### src/sv/fsg_pkg.sv
`timescale 1ns / 1ps
// Package for the falling-sand grid step block: cell, command and result types.
// No dependencies; imported by every module of the block.
package fsg_pkg;

    // Cell codes as stored in the grid
    localparam logic [1:0] CELL_EMPTY = 2'd0;
    localparam logic [1:0] CELL_SAND  = 2'd1;
    localparam logic [1:0] CELL_WATER = 2'd2;
    localparam logic [1:0] CELL_WALL  = 2'd3;

    // Command kinds
    localparam logic [1:0] KIND_WRITE = 2'd0;
    localparam logic [1:0] KIND_READ  = 2'd1;
    localparam logic [1:0] KIND_SWEEP = 2'd2;

    // Galois LFSR feedback taps, right-shifting
    localparam logic [31:0] LFSR_TAPS = 32'hA300_0000;

    typedef struct packed {
        logic [1:0] kind;
        logic [5:0] row;
        logic [5:0] col;
        logic [1:0] cell_in;
    } cmd_t;

    typedef struct packed {
        logic [1:0] cell_out;
        logic [1:0] done_kind;
    } res_t;

endpackage

### src/sv/fsg_seq.sv
`timescale 1ns / 1ps
// Sequencer: command handling, clearing pass and the cell-by-cell sweep,
// one grid access per cycle. Depends on fsg_pkg.
module fsg_seq
    import fsg_pkg::*;
#(
    parameter int ROWS = 64,
    parameter int COLS = 64,
    localparam int RW = $clog2(ROWS),
    localparam int CW = $clog2(COLS),
    localparam int AW = RW + CW
)
(
    input  logic          clk,
    input  logic          rst_n,
    input  logic          start,
    input  cmd_t          cmd,
    output logic          busy,
    output logic          done,
    output res_t          result,
    output logic          mem_we,
    output logic [AW-1:0] mem_waddr,
    output logic [1:0]    mem_wdata,
    output logic [AW-1:0] mem_raddr,
    input  logic [1:0]    mem_rdata,
    output logic          draw,
    input  logic          dir
);

    localparam logic [3:0] S_IDLE     = 4'd0;
    localparam logic [3:0] S_CLEAR    = 4'd1;
    localparam logic [3:0] S_WR       = 4'd2;
    localparam logic [3:0] S_RD       = 4'd3;
    localparam logic [3:0] S_RD_EV    = 4'd4;
    localparam logic [3:0] S_CUR      = 4'd5;
    localparam logic [3:0] S_CUR_EV   = 4'd6;
    localparam logic [3:0] S_BELOW_EV = 4'd7;
    localparam logic [3:0] S_PROBE    = 4'd8;
    localparam logic [3:0] S_PROBE_EV = 4'd9;
    localparam logic [3:0] S_WR_DST   = 4'd10;
    localparam logic [3:0] S_WR_SRC   = 4'd11;
    localparam logic [3:0] S_NEXT     = 4'd12;

    // neighbour phases
    localparam logic [1:0] PH_DIAG_EMPTY = 2'd0;
    localparam logic [1:0] PH_DIAG_WATER = 2'd1;
    localparam logic [1:0] PH_SIDE       = 2'd2;

    localparam logic [RW-1:0] ROW_START = RW'(ROWS - 2);
    localparam logic [CW-1:0] COL_LAST  = CW'(COLS - 1);

    logic [3:0]    state_reg, state_next;
    logic [AW-1:0] clr_reg, clr_next;
    logic [RW-1:0] f_reg, f_next;
    logic [CW-1:0] c_reg, c_next;
    logic [1:0]    cur_reg, cur_next;
    logic [1:0]    tgt_reg, tgt_next;
    logic [AW-1:0] dst_reg, dst_next;
    logic [1:0]    phase_reg, phase_next;
    logic          try_reg, try_next;
    logic          dir_reg, dir_next;
    logic          oob_reg, oob_next;
    logic [AW-1:0] cmd_addr_reg, cmd_addr_next;
    logic [1:0]    cmd_val_reg, cmd_val_next;
    logic          inb_reg, inb_next;
    logic          done_reg, done_next;
    res_t          res_reg, res_next;

    // neighbour address unit, shared by every probe
    logic          go_left;
    logic [RW-1:0] probe_row;
    logic [CW-1:0] probe_col;
    logic          probe_oob;
    logic [RW-1:0] below_row;
    logic [1:0]    want;
    logic          hit;

    always_comb
    begin
        below_row = f_reg + RW'(1);
        go_left   = dir_reg ^ try_reg;
        probe_row = (phase_reg == PH_SIDE) ? f_reg : below_row;
        probe_col = go_left ? (c_reg - CW'(1)) : (c_reg + CW'(1));
        probe_oob = go_left ? (c_reg == '0) : (c_reg == COL_LAST);
        want      = (phase_reg == PH_DIAG_WATER) ? CELL_WATER : CELL_EMPTY;
        hit       = !oob_reg && (mem_rdata == want);
    end

    always_comb
    begin
        state_next    = state_reg;
        clr_next      = clr_reg;
        f_next        = f_reg;
        c_next        = c_reg;
        cur_next      = cur_reg;
        tgt_next      = tgt_reg;
        dst_next      = dst_reg;
        phase_next    = phase_reg;
        try_next      = try_reg;
        dir_next      = dir_reg;
        oob_next      = oob_reg;
        cmd_addr_next = cmd_addr_reg;
        cmd_val_next  = cmd_val_reg;
        inb_next      = inb_reg;
        done_next     = 1'b0;
        res_next      = res_reg;
        mem_we        = 1'b0;
        mem_waddr     = '0;
        mem_wdata     = CELL_EMPTY;
        mem_raddr     = '0;
        draw          = 1'b0;

        unique case (state_reg)
            S_IDLE:
            begin
                if (start)
                begin
                    cmd_addr_next = {RW'(cmd.row), CW'(cmd.col)};
                    cmd_val_next  = (cmd.cell_in == CELL_WALL) ? CELL_EMPTY : cmd.cell_in;
                    inb_next      = (32'(cmd.row) < ROWS) && (32'(cmd.col) < COLS);
                    if (cmd.kind == KIND_WRITE)
                    begin
                        state_next = S_WR;
                    end
                    else if (cmd.kind == KIND_READ)
                    begin
                        state_next = S_RD;
                    end
                    else if (cmd.kind == KIND_SWEEP)
                    begin
                        f_next     = ROW_START;
                        c_next     = '0;
                        state_next = S_CUR;
                    end
                    else
                    begin
                        // unused kind: answer at once
                        done_next          = 1'b1;
                        res_next.cell_out  = CELL_EMPTY;
                        res_next.done_kind = cmd.kind;
                    end
                end
            end
            S_CLEAR:
            begin
                mem_we    = 1'b1;
                mem_waddr = clr_reg;
                mem_wdata = CELL_EMPTY;
                clr_next  = clr_reg + AW'(1);
                if (clr_reg == '1)
                begin
                    state_next = S_IDLE;
                end
            end
            S_WR:
            begin
                mem_we             = inb_reg;
                mem_waddr          = cmd_addr_reg;
                mem_wdata          = cmd_val_reg;
                done_next          = 1'b1;
                res_next.cell_out  = CELL_EMPTY;
                res_next.done_kind = KIND_WRITE;
                state_next         = S_IDLE;
            end
            S_RD:
            begin
                mem_raddr  = cmd_addr_reg;
                state_next = S_RD_EV;
            end
            S_RD_EV:
            begin
                done_next          = 1'b1;
                res_next.cell_out  = (inb_reg && mem_rdata != CELL_WALL) ? mem_rdata
                                                                         : CELL_EMPTY;
                res_next.done_kind = KIND_READ;
                state_next         = S_IDLE;
            end
            S_CUR:
            begin
                mem_raddr  = {f_reg, c_reg};
                state_next = S_CUR_EV;
            end
            S_CUR_EV:
            begin
                if (mem_rdata == CELL_SAND || mem_rdata == CELL_WATER)
                begin
                    cur_next   = mem_rdata;
                    mem_raddr  = {below_row, c_reg};
                    dst_next   = {below_row, c_reg};
                    state_next = S_BELOW_EV;
                end
                else
                begin
                    state_next = S_NEXT;
                end
            end
            S_BELOW_EV:
            begin
                try_next = 1'b0;
                if (mem_rdata == CELL_EMPTY ||
                    (cur_reg == CELL_SAND && mem_rdata == CELL_WATER))
                begin
                    tgt_next   = mem_rdata;
                    state_next = S_WR_DST;
                end
                else
                begin
                    draw       = 1'b1;
                    dir_next   = dir;
                    state_next = S_PROBE;
                    if (cur_reg == CELL_SAND && mem_rdata != CELL_SAND)
                    begin
                        phase_next = PH_DIAG_WATER;
                    end
                    else
                    begin
                        phase_next = PH_DIAG_EMPTY;
                    end
                end
            end
            S_PROBE:
            begin
                mem_raddr  = {probe_row, probe_col};
                dst_next   = {probe_row, probe_col};
                oob_next   = probe_oob;
                state_next = S_PROBE_EV;
            end
            S_PROBE_EV:
            begin
                if (hit)
                begin
                    tgt_next   = mem_rdata;
                    state_next = S_WR_DST;
                end
                else if (!try_reg)
                begin
                    try_next   = 1'b1;
                    state_next = S_PROBE;
                end
                else if (phase_reg == PH_DIAG_EMPTY)
                begin
                    try_next   = 1'b0;
                    state_next = S_PROBE;
                    if (cur_reg == CELL_SAND)
                    begin
                        draw       = 1'b1;
                        dir_next   = dir;
                        phase_next = PH_DIAG_WATER;
                    end
                    else
                    begin
                        // water keeps its direction for the sideways tries
                        phase_next = PH_SIDE;
                    end
                end
                else
                begin
                    state_next = S_NEXT;
                end
            end
            S_WR_DST:
            begin
                mem_we     = 1'b1;
                mem_waddr  = dst_reg;
                mem_wdata  = cur_reg;
                state_next = S_WR_SRC;
            end
            S_WR_SRC:
            begin
                // every move is a swap: source takes what the target held
                mem_we     = 1'b1;
                mem_waddr  = {f_reg, c_reg};
                mem_wdata  = tgt_reg;
                state_next = S_NEXT;
            end
            S_NEXT:
            begin
                if (c_reg == COL_LAST)
                begin
                    c_next = '0;
                    if (f_reg == '0)
                    begin
                        done_next          = 1'b1;
                        res_next.cell_out  = CELL_EMPTY;
                        res_next.done_kind = KIND_SWEEP;
                        state_next         = S_IDLE;
                    end
                    else
                    begin
                        f_next     = f_reg - RW'(1);
                        state_next = S_CUR;
                    end
                end
                else
                begin
                    c_next     = c_reg + CW'(1);
                    state_next = S_CUR;
                end
            end
            default:
            begin
                state_next = S_IDLE;
            end
        endcase
    end

    always_ff @(posedge clk or negedge rst_n)
    begin
        if (!rst_n)
        begin
            state_reg <= S_CLEAR;
            clr_reg   <= '0;
            f_reg     <= '0;
            c_reg     <= '0;
            phase_reg <= PH_DIAG_EMPTY;
            try_reg   <= 1'b0;
            dir_reg   <= 1'b0;
            oob_reg   <= 1'b0;
            inb_reg   <= 1'b0;
            done_reg  <= 1'b0;
        end
        else
        begin
            state_reg <= state_next;
            clr_reg   <= clr_next;
            f_reg     <= f_next;
            c_reg     <= c_next;
            phase_reg <= phase_next;
            try_reg   <= try_next;
            dir_reg   <= dir_next;
            oob_reg   <= oob_next;
            inb_reg   <= inb_next;
            done_reg  <= done_next;
        end
    end

    always_ff @(posedge clk)
    begin
        cur_reg      <= cur_next;
        tgt_reg      <= tgt_next;
        dst_reg      <= dst_next;
        cmd_addr_reg <= cmd_addr_next;
        cmd_val_reg  <= cmd_val_next;
        res_reg      <= res_next;
    end

    assign busy   = (state_reg != S_IDLE);
    assign done   = done_reg;
    assign result = res_reg;

endmodule
### config.mk
export PLATFORM = sky130hd
export DESIGN_NAME = fsg_seq
export DESIGN_NICKNAME = d
export VERILOG_FILES = /design/src/sv/fsg_pkg.sv /design/src/sv/fsg_seq.sv
export SDC_FILE = /design/constraint.sdc
export NUM_CORES = 1
export LEC_CHECK = 0
export ABC_AREA = 1
export BUFFER_PORTS_ARGS = -buffer_cell sky130_fd_sc_hd__buf_2
export CAP_MARGIN = 30
export CORE_MARGIN = 3
export CORE_UTILIZATION = 50
export CTS_BUF_LIST = sky130_fd_sc_hd__clkbuf_4 sky130_fd_sc_hd__clkbuf_8
export CTS_CLUSTER_SIZE = 20
export DETAILED_ROUTE_END_ITERATION = 6
export PLACE_DENSITY = 0.7
export SLEW_MARGIN = 15
export SYNTH_ARGS = -nofsm -noshare
export SYNTH_HDL_FRONTEND = slang
export SYNTH_SLANG_ARGS = --single-unit
### constraint.sdc
create_clock -name clk -period 5.3 [get_ports clk]
set_input_delay 0.53 -clock clk [delete_from_list [all_inputs] [get_ports clk]]
set_output_delay 0.53 -clock clk [all_outputs]
set_load 0.02 [all_outputs]
==> key figures <==
Floorplanning
  • Row count: 33
  • Core ar.: around 8300 um^2
  • Initial Util: 51.6%
  • Die width: 98.3 um
  • Die Y: slightly below 100 um
  • DIE AREA: slightly below 10,000 um^2
  • IO Count: 56

Placed design
  • Buffers on Ports: 55
  • Hpwl dp: 8660 um
  • GP Congestion: 0.941
  • Pre-CTS setup slack: between 2 and 3 ns

Critical path
  • CP bufs+invs: 2
  • CP peak stage delay: 0.64 ns
  • Setup CP Type: flip-flop to primary output
  • CP max-delay cell: xor2_1
  • Worst setup SP type: flip-flop
  • Setup slack, reg-to-reg: 3.09 ns
  • Worst path top cell family by delay: XOR/XNOR gates
  • Crit-path cells: xor2_1, inv_1, nand2_1, nand3_1, o211ai_1, buf_2
  • Worst EP required: ~4.8 ns
  • Signal arrival time at the worst endpoint: approximately 2.3 ns
  • Max FO, Critical Path: 7
  • CP Capture Type: primary output

Clocking
  • Worst-case clock buffer depth: 2
  • Clock latency on the worst-skew pair: 0.35 ns
  • Post-CTS sizing: 0
  • Root Buffer: clkbuf_8
  • Hold_buf cts: 0
  • Post CTS Setup Buffer Count: 0
  • Sink Count: 69
  • H-tree depth: 3
  • CTS Buf Count: 9
  • CTS tree: done
  • Clk pin slew, worst setup/hold paths: 0.08 ns

Power and ir drop
  • Power Dens Cells: roughly 520 nW/um^2
  • Clk pwr share: 18.2%
  • Worst ir drop on vdd: 0.207 mV
  • Sw Pwr: between 1 and 1.5 mW
  • Register share of total power: 35.8%
  • Int Power: 1.33 mW
  • Sw frac: 46.9%
  • Comb pwr share: 46.0%
  • Leak pwr: 2.31 nW
  • Overall power: roughly 2.5 mW

Final layout
  • Inserted Diodes: 0
  • FILL cells: about 780
  • Area growth syn-to-layout: 13.8%
  • Share of cells above drive strength 1: 16.8%
  • Final Net Count: 648

Global routing
  • GR Util All Layers: between 20% and 30%
  • Largest net degree at the start of global routing: 36
  • Number of global-route vias before repair: 3,910
  • First-pass GRT wire length: 19,100 um
  • Grt total ovfl: 0
  • Initial antenna violation count: 0

Synth
  • Post-synthesis cell count: 556
  • Syn_nets: roughly 590
  • EDFF count, synth: 34
  • Sequential fraction of the synthesis area: 44.6%
  • Netlist cell types: 36
  • Synth warnings: 0
  • Post-synthesis cell area: 4260 um^2
  • Synth async-reset ratio: 50.7%
  • Primary FF master, synth: edfxtp_1
  • Average size of a mapped cell: 7.66 um^2
  • Flops & latches, synth: 69

Routing
  • WL/cell: 16.2 um
  • Wirelength, routed: 11,700 um
  • Via density: between 5 and 6
  • DRC: 0
  • Routed via count: about 4,000
  • DRT iter0 DRCs: 234
  • Antenna Nets Post-Route: 0
  • Drt pass-1 iters: 5

Timing
  • Slew headroom: 42.9%
  • Final Hold Vio Count: 0
  • Setup ws final: 2.51 ns
  • RSZ-0062 raised after global routing: no
  • Crit path time final: 2.79 ns
  • Final setup TNS: 0 ns
  • Count of final setup violators: 0
  • Ratio of final minimum period to clock period: 52.7%
  • Slew Limit Fails: 0
  • Highest clock rate: 358 MHz
  • Slew @ Worst Pin: roughly 0.86 ns
  • Skew final: 0.0104 ns

Worst hold path
  • Hold crit path type: input pin to async pin

Flow run
  • Max cap viols: 0

Status
  • Status: finished, final reports clean
[Yosys cell counts, drive strengths merged, types with 3 or more instances]
cell type / number / share of area, %
o21ai: 31 / 3.6
a22oi: 3 / 0.53
nand4: 11 / 1.6
xnor2: 6 / 1.2
edfxtp: 34 / 24
dfrtp: 34 / 20
buf: 8 / 1.1
nor2: 57 / 6.0
o211ai: 4 / 0.70
o22ai: 7 / 1.0
inv: 66 / 5.8
ha: 11 / 3.2
nand3: 49 / 5.8
o2111ai: 11 / 2.3
nand2: 181 / 16
a21oi: 14 / 1.6
xor2: 10 / 2.1
nor3: 5 / 0.59
[per-layer routing]
layer  share of wire [%]  wire length, um  GRT usage [%]  vias to the layer above
li1                    -                -              -                     1972
met1                  44             5180           33.7                     1877
met2                  46             5400           39.0                      163
met3                 8.2              958           6.14                       14
met4                 1.8              213           8.82                        0
met5                   0                0              0                        -
[metrics by stage]
stage                     instance area (um^2)  hold WS (ns)  cells  util [%]
after global placement                    4620         0.494    707      55.9
after floorplan                           4260         0.234    556         -
final                                     4850         0.278    725      58.7
after CTS                                 4840         0.306    724      58.6
after detailed placement                  4630         0.491    708      56.0
after global routing                      4850         0.322    725      58.7
[cells in the final DEF (no fill, tap or decap), types with 14 or more instances in the layout]
| master | count |
|---|---|
| nand2_1 | 175 |
| buf_2 | 55 |
| inv_1 | 51 |
| nor2_1 | 49 |
| nand3_1 | 49 |
| dfrtp_1 | 34 |
| edfxtp_1 | 34 |
| o21ai_0 | 16 |
| o21ai_1 | 15 |
| inv_2 | 15 |
| a21oi_1 | 14 |
[power by group through the flow]
stage                     sequential, mW  clock (mW)  combinational (mW)
final                              0.899       0.455                1.15
after global routing               0.920       0.485                1.29
after CTS                          0.895       0.461                1.13
after detailed placement           0.904           0                1.12
after floorplan                    0.866           0               0.838
after global placement             0.900           0                1.11
[worst paths after layout]
path                                    from              end  cells past startpoint
worst min-delay path                   rst_n       clr_reg[3]                      1
max in group asynchronous              rst_n       clr_reg[6]                      1
worst min register to register  phase_reg[1]     phase_reg[1]                      2
worst max register to register  state_reg[2]        result[3]                      7
worst max-delay path                 try_reg     mem_raddr[1]                      6
min in group clk                      cmd[6]  cmd_addr_reg[4]                      1
[cell families after synthesis]
| family | count (synthesis) | synth area share, % |
|---|---|---|
| adders and majority gates | 11 | 3.23 |
| xor gates and xnor gates | 16 | 3.29 |
| AOI/OAI and AO/OA | 75 | 10.7 |
| and+or+nand+nor | 307 | 31.0 |
| DFF | 69 | 44.6 |
| buffers and inverters | 78 | 7.31 |
[final cells by class]
| class | instances | area (um^2) | share of cell area, % |
|---|---|---|---|
| inverters | 68 | 255 | 5.27 |
| clock inverters | 5 | 58.8 | 1.21 |
| flip-flops and latches | 69 | 1900 | 39.2 |
| clock buffers | 11 | 151 | 3.12 |
| multi-input cells | 409 | 2050 | 42.3 |
| well taps | 105 | 131 | 2.71 |
| repair buffers | 58 | 302 | 6.22 |
Power figures use the tool's default switching activity.
