==> src/sv/fsg_pkg.sv <==
`timescale 1ns / 1ps
// Package for the falling-sand grid step block: cell, command and result types.
// No dependencies; imported by every module of the block.
package fsg_pkg;

    // Cell codes as stored in the grid
    localparam logic [1:0] CELL_EMPTY = 2'd0;
    localparam logic [1:0] CELL_SAND  = 2'd1;
    localparam logic [1:0] CELL_WATER = 2'd2;
    localparam logic [1:0] CELL_WALL  = 2'd3;

    // Command kinds
    localparam logic [1:0] KIND_WRITE = 2'd0;
    localparam logic [1:0] KIND_READ  = 2'd1;
    localparam logic [1:0] KIND_SWEEP = 2'd2;

    // Galois LFSR feedback taps, right-shifting
    localparam logic [31:0] LFSR_TAPS = 32'hA300_0000;

    typedef struct packed {
        logic [1:0] kind;
        logic [5:0] row;
        logic [5:0] col;
        logic [1:0] cell_in;
    } cmd_t;

    typedef struct packed {
        logic [1:0] cell_out;
        logic [1:0] done_kind;
    } res_t;

endpackage

==> src/sv/fsg_lfsr.sv <==
`timescale 1ns / 1ps
// Direction generator: 32-bit right-shifting Galois LFSR, one step per draw.
// Depends on fsg_pkg.
module fsg_lfsr
    import fsg_pkg::*;
(
    input  logic        clk,
    input  logic        rst_n,
    input  logic        seed_we,
    input  logic [31:0] seed,
    input  logic        draw,
    output logic        dir
);

    logic [31:0] lfsr_reg;
    logic [31:0] lfsr_next;
    logic [31:0] step;

    always_comb
    begin
        step = {1'b0, lfsr_reg[31:1]} ^ (lfsr_reg[0] ? LFSR_TAPS : 32'd0);
        lfsr_next = lfsr_reg;
        if (seed_we)
        begin
            // zero seed would lock up; load one instead
            lfsr_next = (seed == 32'd0) ? 32'd1 : seed;
        end
        else if (draw)
        begin
            lfsr_next = step;
        end
    end

    always_ff @(posedge clk or negedge rst_n)
    begin
        if (!rst_n)
        begin
            lfsr_reg <= 32'd1;
        end
        else
        begin
            lfsr_reg <= lfsr_next;
        end
    end

    // bit 0 of the stepped state: 1 means d = -1
    assign dir = step[0];

endmodule

==> config.mk <==
export PLATFORM = sky130hd
export DESIGN_NAME = fsg_lfsr
export DESIGN_NICKNAME = d
export VERILOG_FILES = /design/src/sv/fsg_pkg.sv /design/src/sv/fsg_lfsr.sv
export SDC_FILE = /design/constraint.sdc
export NUM_CORES = 1
export LEC_CHECK = 0
export ABC_AREA = 1
export BUFFER_PORTS_ARGS = -buffer_cell sky130_fd_sc_hd__buf_2
export CAP_MARGIN = 20
export CORE_MARGIN = 2
export CORE_UTILIZATION = 41
export CTS_BUF_LIST = sky130_fd_sc_hd__clkbuf_8 sky130_fd_sc_hd__clkbuf_16
export DETAILED_ROUTE_END_ITERATION = 16
export PLACE_DENSITY = 0.66
export SLEW_MARGIN = 40
export SYNTH_ARGS = -nofsm -noshare
export SYNTH_HDL_FRONTEND = slang
export SYNTH_SLANG_ARGS = --single-unit
==> constraint.sdc <==
create_clock -name clk -period 1.05 [get_ports clk]
set_input_delay 0.21 -clock clk [delete_from_list [all_inputs] [get_ports clk]]
set_output_delay 0.21 -clock clk [all_outputs]
set_load 0.02 [all_outputs]
==> impl_metrics.yaml, run 1 <==
route:
  route.met3.wl_um: 215
  drt-met1-wl_um: 1836
  drt_iter0_markers: 98
  drc: 0
  ant_nets: 0
  viasPerCell: 4.944
  wl_per_cell_um: 12.36
  finalWirelength_um: 3781
  top_layer_used: "met4"
  firstDrtPassIters: 4
  vias: 1513
  dr_wl_met2_um: 1664
sta:
  setup_ws_ps: 0.8672
  tightest_slew_ps: 204.4
  finalHoldViolations: 0
  final.min_clock_period_ps: 1049
  max_freq_mhz: 953.2
  relSlewSlack: 0.8637
  period_share: 0.9992
  setup_viol: 0
  rsz0062_at_grt: "true"
  final.setup_skew_ps: 5.957
  final_max_slew_viol_count: 0
floorplan:
  fp.dieH_um: 67.83
  die_area_mm2: 0.004601
  die_w_um: 67.83
  rows: 23
  coreArea_mm2: 0.003971
  initial_core_util: 0.4206
  io_pins: 37
synth:
  synth-seq-area-share: 0.4801
  synth_area_leaders: "dfrtp_1 (46%), nor2_1 (11%), nand2_1 (9.9%)"
  yosysWarnings: 0
  yosys.cell_types.count: 18
  ys_ff_latch: 32
  synth_common_cells: "nor2_1 (47), nand2_1 (44), dfrtp_1 (31), a21oi_1 (27), o21ai_0 (19)"
  synth_area_mm2: 0.001670
  synth.largest_area_cell: "dfrtp_1"
  synth_top_area_share: 0.4644
  synth-async-reset-ratio: 1.000
  synth_edf_count: 0
  syn_area_per_cell_um2: 7.842
  yosysMostFrequentCell: "nor2_1"
  synthFlopType: "dfrtp_1"
  synthesis.nets: 249
  synthCells: 213
power_and_ir_drop:
  seq_power_share: 0.503
  ir_drop_mv: 0.6104
  power_density_mw_per_mm2: 1370
  combinationalPowerShare: 0.187
  internal_power_mw: 2.062
  switching_share: 0.2825
  power.total_mw: 2.874
  p_sw_mw: 0.8120
  cellLeakagePower_nw: 0.9776
  p_clk_frac: 0.310
cts:
  numCtsBuffers: 5
  path_clk_slew_ps: 70
  htree_num_levels: 2
  clkSinkCount: 32
  clockBufferDepth: 2
  clock-root-buffer: "clkbuf_8"
  cts_tree: "built"
  clk_latency_ps: 290
status:
  outcome: "finished clean"
critical_path:
  path_class: "register to register"
  crit_fanout: 4
  cp_data_arrival_time_ps: 1260
  cp_data_required_time_ps: 1260
  startpoint_type: "register"
  reg2reg_depth: 4
  worstSetupEndpointType: "register"
layout:
  fin_area_mm2: 0.002098
  nets: 291
  largest_reg_flops: 32
  drive_gt1_frac: 0.2578
  antennaDiodeCount: 0
  area_growth_pct: 25.62
grt:
  grt_max_degree: 27
  grt_first_pass_wirelength_um: 6417
  grt_use_total: 0.1942
  grt-ovfl-total: 0
  antenna_found_initial: 0
  grt_pass1_vias: 1409
placed_design:
  gp_congestion: 0.7348
  dp_hpwl_um: 2760
  placed_cell_area_mm2: 0.001988
  io_buffers: 36
  pre_cts_slack_ps: -10.49
hold_path:
  whs_path_depth: 3
  hold_path.class: "input port to register"
job:
  cap_violations: 0
## power by group through the flow
stage / Combinational (mW) / Clock [mW] / Sequential (mW)
finish: 0.536 / 0.891 / 1.45
detailed placement: 0.524 / 0 / 1.47
global placement: 0.515 / 0 / 1.46
global route: 0.609 / 0.974 / 1.46
CTS: 0.535 / 0.910 / 1.45
floorplan: 0.301 / 0 / 1.45
## layer usage
layer	vias up	GRT usage
met4	0	0.07500
li1	780	-
met2	38	0.2953
met3	5	0.06086
met1	690	0.2592
met5	-	0
## worst paths after layout
| check | start | to | slack (ps) |
|---|---|---|---|
| max | lfsr_reg[0] | lfsr_reg[29] | 0.9 |
| min | seed[5] | lfsr_reg[5] | 160 |
| max reg2reg | lfsr_reg[0] | lfsr_reg[29] | 0.9 |
| min reg2reg | lfsr_reg[6] | lfsr_reg[6] | 520 |
| max in group asynchronous | rst_n | lfsr_reg[20] | 350 |
| min in group asynchronous | rst_n | lfsr_reg[2] | 300 |
## per-stage QoR
stage               TNS [ps]    util  hold slack [ps]  std cells
finish                     0  0.5284            161.6        306
global route          -143.3  0.5284            170.4        306
CTS                        0  0.5252            158.0        306
detailed placement    -14.15  0.5006            72.85        297
global placement           0  0.5006            72.90        297
floorplan                  0       -           -85.59        213
## area by class of cell
type | count | area [um^2]
fill | 388 | 1873
sequential | 32 | 802.0
multi-input combinational | 161 | 758.2
timing repair buffer | 48 | 366.6
clock buffer | 5 | 68.82
tap | 50 | 62.56
inverter | 7 | 28.78
clock inverter | 3 | 11.26
## cell families after synthesis
group	Yosys count	synth area share
buf+inv	20	0.07265
flops	32	0.4802
simple gates	94	0.2217
compound gates	67	0.2255
## layout by cell type (no fill, tap or decap), drive strengths merged
master,netlist,layout
nand2,44,44
dfrtp,31,31
buf,12,47
a21o,1,1
a21oi,27,27
o21ai,33,33
a22oi,3,3
clkbuf,1,5
dlygate4sd3,0,1
a31oi,3,3
dfstp,1,1
inv,7,10
nor2,50,50
## critical path: stages, from the launching register on
cell	delay [ps]
dfstp_2	570
inv_4	60
a21oi_2	110
o21ai_1	80
a31oi_2	160
## repair_timing
action	in CTS	in global routing
hold endpoints to repair	6	0
pin swaps	0	2
setup buffers	0	0
endpoints found under the setup margin	2	3
resized for setup	4	4
hold buffers	1	0
Power figures use the tool's default switching activity.
==> run 2, diff against run 1 <==
--- a/config.mk
+++ b/config.mk
@@ -12,7 +12,7 @@
 export CORE_UTILIZATION = 41
 export CTS_BUF_LIST = sky130_fd_sc_hd__clkbuf_8 sky130_fd_sc_hd__clkbuf_16
 export DETAILED_ROUTE_END_ITERATION = 16
-export PLACE_DENSITY = 0.66
+export RECOVER_POWER = 100
 export SLEW_MARGIN = 40
 export SYNTH_ARGS = -nofsm -noshare
 export SYNTH_HDL_FRONTEND = slang
==> constraint.sdc (replaced) <==
create_clock -name clk -period 1.35 [get_ports clk]
set_input_delay 0.27 -clock clk [delete_from_list [all_inputs] [get_ports clk]]
set_output_delay 0.27 -clock clk [all_outputs]
set_load 0.02 [all_outputs]
==> run 2 against run 1 <==
  * First-iteration DRC count increased by 4.1%
  * Flip-flop and latch count unchanged
  * Critical endpoint is now lfsr_reg[25]
  * Combinational power decreased by 34%
  * Clock power decreased by 17%
  * Global-route usage decreased by 0.94 points
  * Final cell count decreased by 1.6%
  * Die area unchanged
  * Critical path depth decreased by 1
  * Sequential power decreased by 23%
  * Non-clock buffer count decreased by 5
  * Largest cell class unchanged
  * Highest routed layer unchanged
  * Via count decreased by 0.20%
  * Design area decreased by 6.2%
==> impl_metrics.yaml, run 2 (synthesis results as in run 1) <==
cts:
  htree_num_levels: 2
  clockBufferDepth: 2
  clock-root-buffer: "clkbuf_8"
  clkSinkCount: 32
  numCtsBuffers: 5
  path_clk_slew_ps: 70
  cts_resized: 0
  cts_tree: "built"
  clk_latency_ps: 280
power_and_ir_drop:
  power_density_mw_per_mm2: 1125
  combinationalPowerShare: 0.159
  ir_drop_mv: 0.6352
  p_sw_mw: 0.6023
  cellLeakagePower_nw: 0.9183
  seq_power_share: 0.505
  power.total_mw: 2.215
  internal_power_mw: 1.613
  p_clk_frac: 0.335
  switching_share: 0.2719
status:
  outcome: "finished clean"
sta:
  tightest_slew_ps: 720.9
  finalSetupTns_ps: 0
  finalHoldViolations: 0
  max_freq_mhz: 826.8
  final.setup_skew_ps: 10.05
  rsz0062_at_grt: "false"
  period_share: 0.8959
  relSlewSlack: 0.5194
  setup_viol: 0
  final_max_slew_viol_count: 0
  final.min_clock_period_ps: 1209
critical_path:
  cp_data_required_time_ps: 1500
  critPathSlowestCell: "dfstp_2"
  crit_fanout: 5
  crit_path_max_incr_delay_ps: 560
  path_class: "register to register"
  startpoint_type: "register"
  cp_data_arrival_time_ps: 1360
  worstSetupEndpointType: "register"
  path_cells: "inv_1 -> o21ai_0 -> a31oi_4"
floorplan:
  die_area_mm2: 0.004601
  rows: 23
  die_w_um: 67.83
  initial_core_util: 0.4206
  coreArea_mm2: 0.003971
  fp.dieH_um: 67.83
  io_pins: 37
grt:
  antenna_found_initial: 0
  grt-ovfl-total: 0
  grt_max_degree: 33
  grt_pass1_vias: 1413
  grt_first_pass_wirelength_um: 6237
  grt_use_total: 0.1848
route:
  viasPerCell: 5.017
  ant_nets: 0
  wl_per_cell_um: 12.47
  vias: 1510
  drt_iter0_markers: 102
  finalWirelength_um: 3754
  firstDrtPassIters: 4
  drc: 0
placed_design:
  dp_hpwl_um: 2587
  dp_cells: 292
  gp_congestion: 0.7152
  io_buffers: 36
layout:
  area_growth_pct: 17.83
  layout_common_cells: "nor2_1 (47), nand2_1 (44), buf_2 (35), dfrtp_1 (31), o21ai_0 (30)"
  largest_reg_flops: 32
  nets: 286
  layout_commonest_cell: "nor2_1"
  drive_gt1_frac: 0.2191
  fin_cells: 301
  antennaDiodeCount: 0
job:
  cap_violations: 0
hold_path:
  hold_path.class: "input port to register"
[run 2: cell count changes in the layout (fill, tap and decap cells not counted), sizes merged]
cell	before	now
buf	47	39
inv	10	9
clkbuf	5	9
[run 2: what timing repair did]
item | CTS | global route
setup buffers | 0 | 0
hold endpoints to repair | 31 | 0
hold buffers | 1 | 0
[run 2: power groups by stage]
stage	combinational (mW)	clock [mW]	sequential [mW]
after floorplan	0.234	0	1.13
after global placement	0.369	0	1.14
after detailed placement	0.374	0	1.14
after CTS	0.378	0.757	1.12
after global routing	0.407	0.810	1.13
final	0.353	0.743	1.12
[run 2: cell type report]
type                       instances  area, um^2
fill                             408        2003
multi-input combinational        161       747.0
tap                               50       62.56
sequential                        32       802.0
clock buffer                       6       82.58
inverter                           7       26.28
clock inverter                     2       7.507
timing repair buffer              43       240.2
[run 2: final timing paths]
check                       startpoint            to  slack, ps  depth (start not counted)
max                        lfsr_reg[0]  lfsr_reg[25]        140                          3
min                           seed[22]  lfsr_reg[22]        230                          3
max reg2reg                lfsr_reg[0]  lfsr_reg[25]        140                          3
min reg2reg                lfsr_reg[0]   lfsr_reg[0]        490                          2
max in group asynchronous        rst_n  lfsr_reg[20]        220                          3
min in group asynchronous        rst_n   lfsr_reg[4]        660                          3
[run 2: through the flow]
step | area (um^2) | hold WS, ps | utilization | worst slack, ps
detailed placement | 1901 | 242.4 | 0.4786 | 84.19
CTS | 2001 | 226.6 | 0.5038 | 134.1
global placement | 1901 | 242.9 | 0.4786 | 117.3
floorplan | 1670 | -25.59 | - | 242.6
global route | 1968 | 230.4 | 0.4956 | 58.52
finish | 1968 | 226.5 | 0.4956 | 140.5
[run 2: worst max-delay path, delay by kind of cell (launching register included)]
| family | cells | cell delay [ps] |
|---|---|---|
| AOI/OAI and AO/OA | 2 | 430 |
| DFF | 1 | 560 |
| buffers and inverters | 1 | 80 |
[run 2: layer usage]
layer / up-vias / global-route usage / part of all wire
met5: - / 0 / 0
met4: 0 / 0.06750 / 0.015
met3: 7 / 0.03947 / 0.047
met2: 29 / 0.3162 / 0.48
met1: 700 / 0.2298 / 0.46
li1: 774 / - / -
==> run 3, diff against run 2 <==
--- a/config.mk
+++ b/config.mk
@@ -5,7 +5,6 @@
 export SDC_FILE = /design/constraint.sdc
 export NUM_CORES = 1
 export LEC_CHECK = 0
-export ABC_AREA = 1
 export BUFFER_PORTS_ARGS = -buffer_cell sky130_fd_sc_hd__buf_2
 export CAP_MARGIN = 20
 export CORE_MARGIN = 2
@@ -13,7 +12,7 @@
 export CTS_BUF_LIST = sky130_fd_sc_hd__clkbuf_8 sky130_fd_sc_hd__clkbuf_16
 export DETAILED_ROUTE_END_ITERATION = 16
 export RECOVER_POWER = 100
-export SLEW_MARGIN = 40
+export SLEW_MARGIN = 20
 export SYNTH_ARGS = -nofsm -noshare
 export SYNTH_HDL_FRONTEND = slang
 export SYNTH_SLANG_ARGS = --single-unit
==> run 3 against run 2 <==
  * Largest power group unchanged
  * Worst hold slack got worse by 17 ps
  * Via count fell by 15%
  * Non-clock buffer count fell by 1
  * Setup slack improved by 20 ps
  * Combinational power fell by 5.7%
  * Clock skew fell by 3.7 ps
  * Design area fell by 3.5%
  * Critical path depth fell by 2
  * Highest routed layer unchanged
  * Critical endpoint is now dir
  * Register-to-register slack improved by 99 ps
==> impl_metrics.yaml, run 3 <==
route:
  drt_iter0_markers: 51
  finalWirelength_um: 3243
  ant_nets: 0
  firstDrtPassIters: 4
  viasPerCell: 5.267
  wl_per_cell_um: 13.35
  vias: 1280
  drc: 0
synth:
  synthFlopType: "dfrtp_1"
  syn_area_per_cell_um2: 10.07
  yosys.cell_types.count: 14
  synth_edf_count: 0
  ys_ff_latch: 32
  synth-seq-area-share: 0.5104
  synth_area_mm2: 0.001572
  synth_common_cells: "nand2_1 (34), o21ai_0 (34), dfrtp_1 (31), mux2i_1 (28), nor4_1 (8)"
  yosysWarnings: 0
  synth_top_area_share: 0.4936
  synth.largest_area_cell: "dfrtp_1"
  synth_area_leaders: "dfrtp_1 (49%), mux2i_1 (18%), o21ai_0 (11%)"
  synth-async-reset-ratio: 1.000
  synthesis.nets: 192
  synthCells: 156
sta:
  setup_ws_ps: 160.9
  finalSetupTns_ps: 0
  final.setup_skew_ps: 6.310
  max_freq_mhz: 840.9
  relSlewSlack: 0.6179
  period_share: 0.8808
  tightest_slew_ps: 573.1
  final_max_slew_viol_count: 0
  setup_viol: 0
  finalHoldViolations: 0
  final.min_clock_period_ps: 1189
  rsz0062_at_grt: "false"
job:
  cap_violations: 0
floorplan:
  io_pins: 37
  die_area_mm2: 0.004344
  coreArea_mm2: 0.003661
  fp.dieH_um: 65.91
  rows: 22
  die_w_um: 65.91
  initial_core_util: 0.4293
cts:
  cts_resized: 0
  numCtsBuffers: 5
  clock-root-buffer: "clkbuf_8"
  cts_tree: "built"
  clockBufferDepth: 2
  htree_num_levels: 2
  clk_latency_ps: 280
  path_clk_slew_ps: 60
  clkSinkCount: 32
layout:
  nets: 230
  area_growth_pct: 20.86
  fill_cells: 361
  fin_area_mm2: 0.001899
  drive_gt1_frac: 0.2410
  layout_common_cells: "nand2_1 (34), o21ai_0 (34), buf_2 (34), dfrtp_1 (31), mux2i_1 (28)"
  largest_reg_flops: 32
  antennaDiodeCount: 0
  final_util: 0.5188
critical_path:
  path_class: "register to primary output"
  startpoint_type: "register"
  critical_path.top_delay_family: "flip-flops"
  critPathSlowestCell: "dfrtp_1"
  reg2reg_slack_ps: 240
  crit_buf_inv: 1
  crit_path_max_incr_delay_ps: 390
  crit_fanout: 3
  cp_data_arrival_time_ps: 920
  worstSetupEndpointType: "primary output"
  cp_data_required_time_ps: 1080
  path_cells: "clkbuf_1"
placed_design:
  dp_hpwl_um: 2413
  io_buffers: 36
  gp_congestion: 0.7518
  placed_cell_area_mm2: 0.001813
  pre_cts_slack_ps: 12.37
grt:
  grt_pass1_vias: 1262
  antenna_found_initial: 0
  grt_first_pass_wirelength_um: 5623
  grt-ovfl-total: 0
  grt_use_total: 0.1710
  grt_max_degree: 37
power_and_ir_drop:
  ir_drop_mv: 0.7562
  cellLeakagePower_nw: 0.9220
  power_density_mw_per_mm2: 1154
hold_path:
  hold_path.class: "input port to register"
status:
  outcome: "finished clean"
[run 3: cell types whose count changed after synthesis, moves of 4 or more]
cell / change
nor2_1: -47
buf_2: -5
nand2_1: -10
nor4_1: +8
a21oi_1: -25
inv_1: -4
o21ai_0: +15
clkbuf_1: +4
o21ai_1: -14
mux2i_1: +28
[run 3: through the flow]
step / instances / power [mW] / hold slack, ps
3_3_place_gp: 234 / 1.466 / 211.0
6_report: 243 / 2.192 / 209.8
4_1_cts: 243 / 2.224 / 196.7
3_5_place_dp: 234 / 1.482 / 212.8
2_1_floorplan: 156 / 1.335 / -25.59
5_1_grt: 243 / 2.324 / 223.5
[run 3: worst paths after layout]
check | startpoint | endpoint | depth (start not counted)
hold reg to reg | lfsr_reg[2] | lfsr_reg[1] | 2
hold / removal | seed[9] | lfsr_reg[9] | 3
setup / recovery | lfsr_reg[1] | dir | 1
min in group asynchronous | rst_n | lfsr_reg[18] | 2
setup reg to reg | lfsr_reg[0] | lfsr_reg[29] | 4
max in group asynchronous | rst_n | lfsr_reg[0] | 3
[run 3: cells by family (layout without fill, tap and decap cells)]
group / Yosys count / count (layout) / share of synthesized area
buf+inv: 11 / 50 / 0.04697
mux: 28 / 28 / 0.1783
flops: 32 / 32 / 0.5104
compound gates: 37 / 37 / 0.1194
simple gates: 45 / 45 / 0.1282
xor+xnor: 3 / 3 / 0.01672
[run 3: power breakdown]
part	switching (mW)	total, mW	internal (mW)
combinational	0.170	0.333	0.163
sequential	0.0620	1.12	1.06
clock	0.334	0.734	0.400
total	0.566	2.19	1.63
[run 3: cell type report]
class | count | area, um^2 | share of cell area
flip-flops and latches | 32 | 802.0 | 0.4223
multi-input cells | 113 | 695.7 | 0.3663
clock inverters | 2 | 7.507 | 0.003953
clock buffers | 6 | 82.58 | 0.04348
repair buffers | 42 | 251.5 | 0.1324
well taps | 48 | 60.06 | 0.03162
[run 3: per-layer routing]
layer / routed length [um] / global-route usage / part of all wire / vias up
li1: - / - / - / 628
met1: 1430 / 0.2159 / 0.44 / 613
met4: 44 / 0.05469 / 0.014 / 0
met3: 173 / 0.05281 / 0.053 / 6
met2: 1595 / 0.2790 / 0.49 / 33
met5: 0 / 0 / 0 / -
[run 3: worst reg2reg max path, cell delays in order (launching register included)]
cell     delay (ps)
dfstp_2         590
xnor2_1         130
nand2_1          60
o21ai_0         100
o21ai_0         110
[run 3: what timing repair did]
item	CTS	global route
hold buffers	1	0
setup buffers	0	0
endpoints found under the hold margin	15	0
endpoints found under the setup margin	0	0
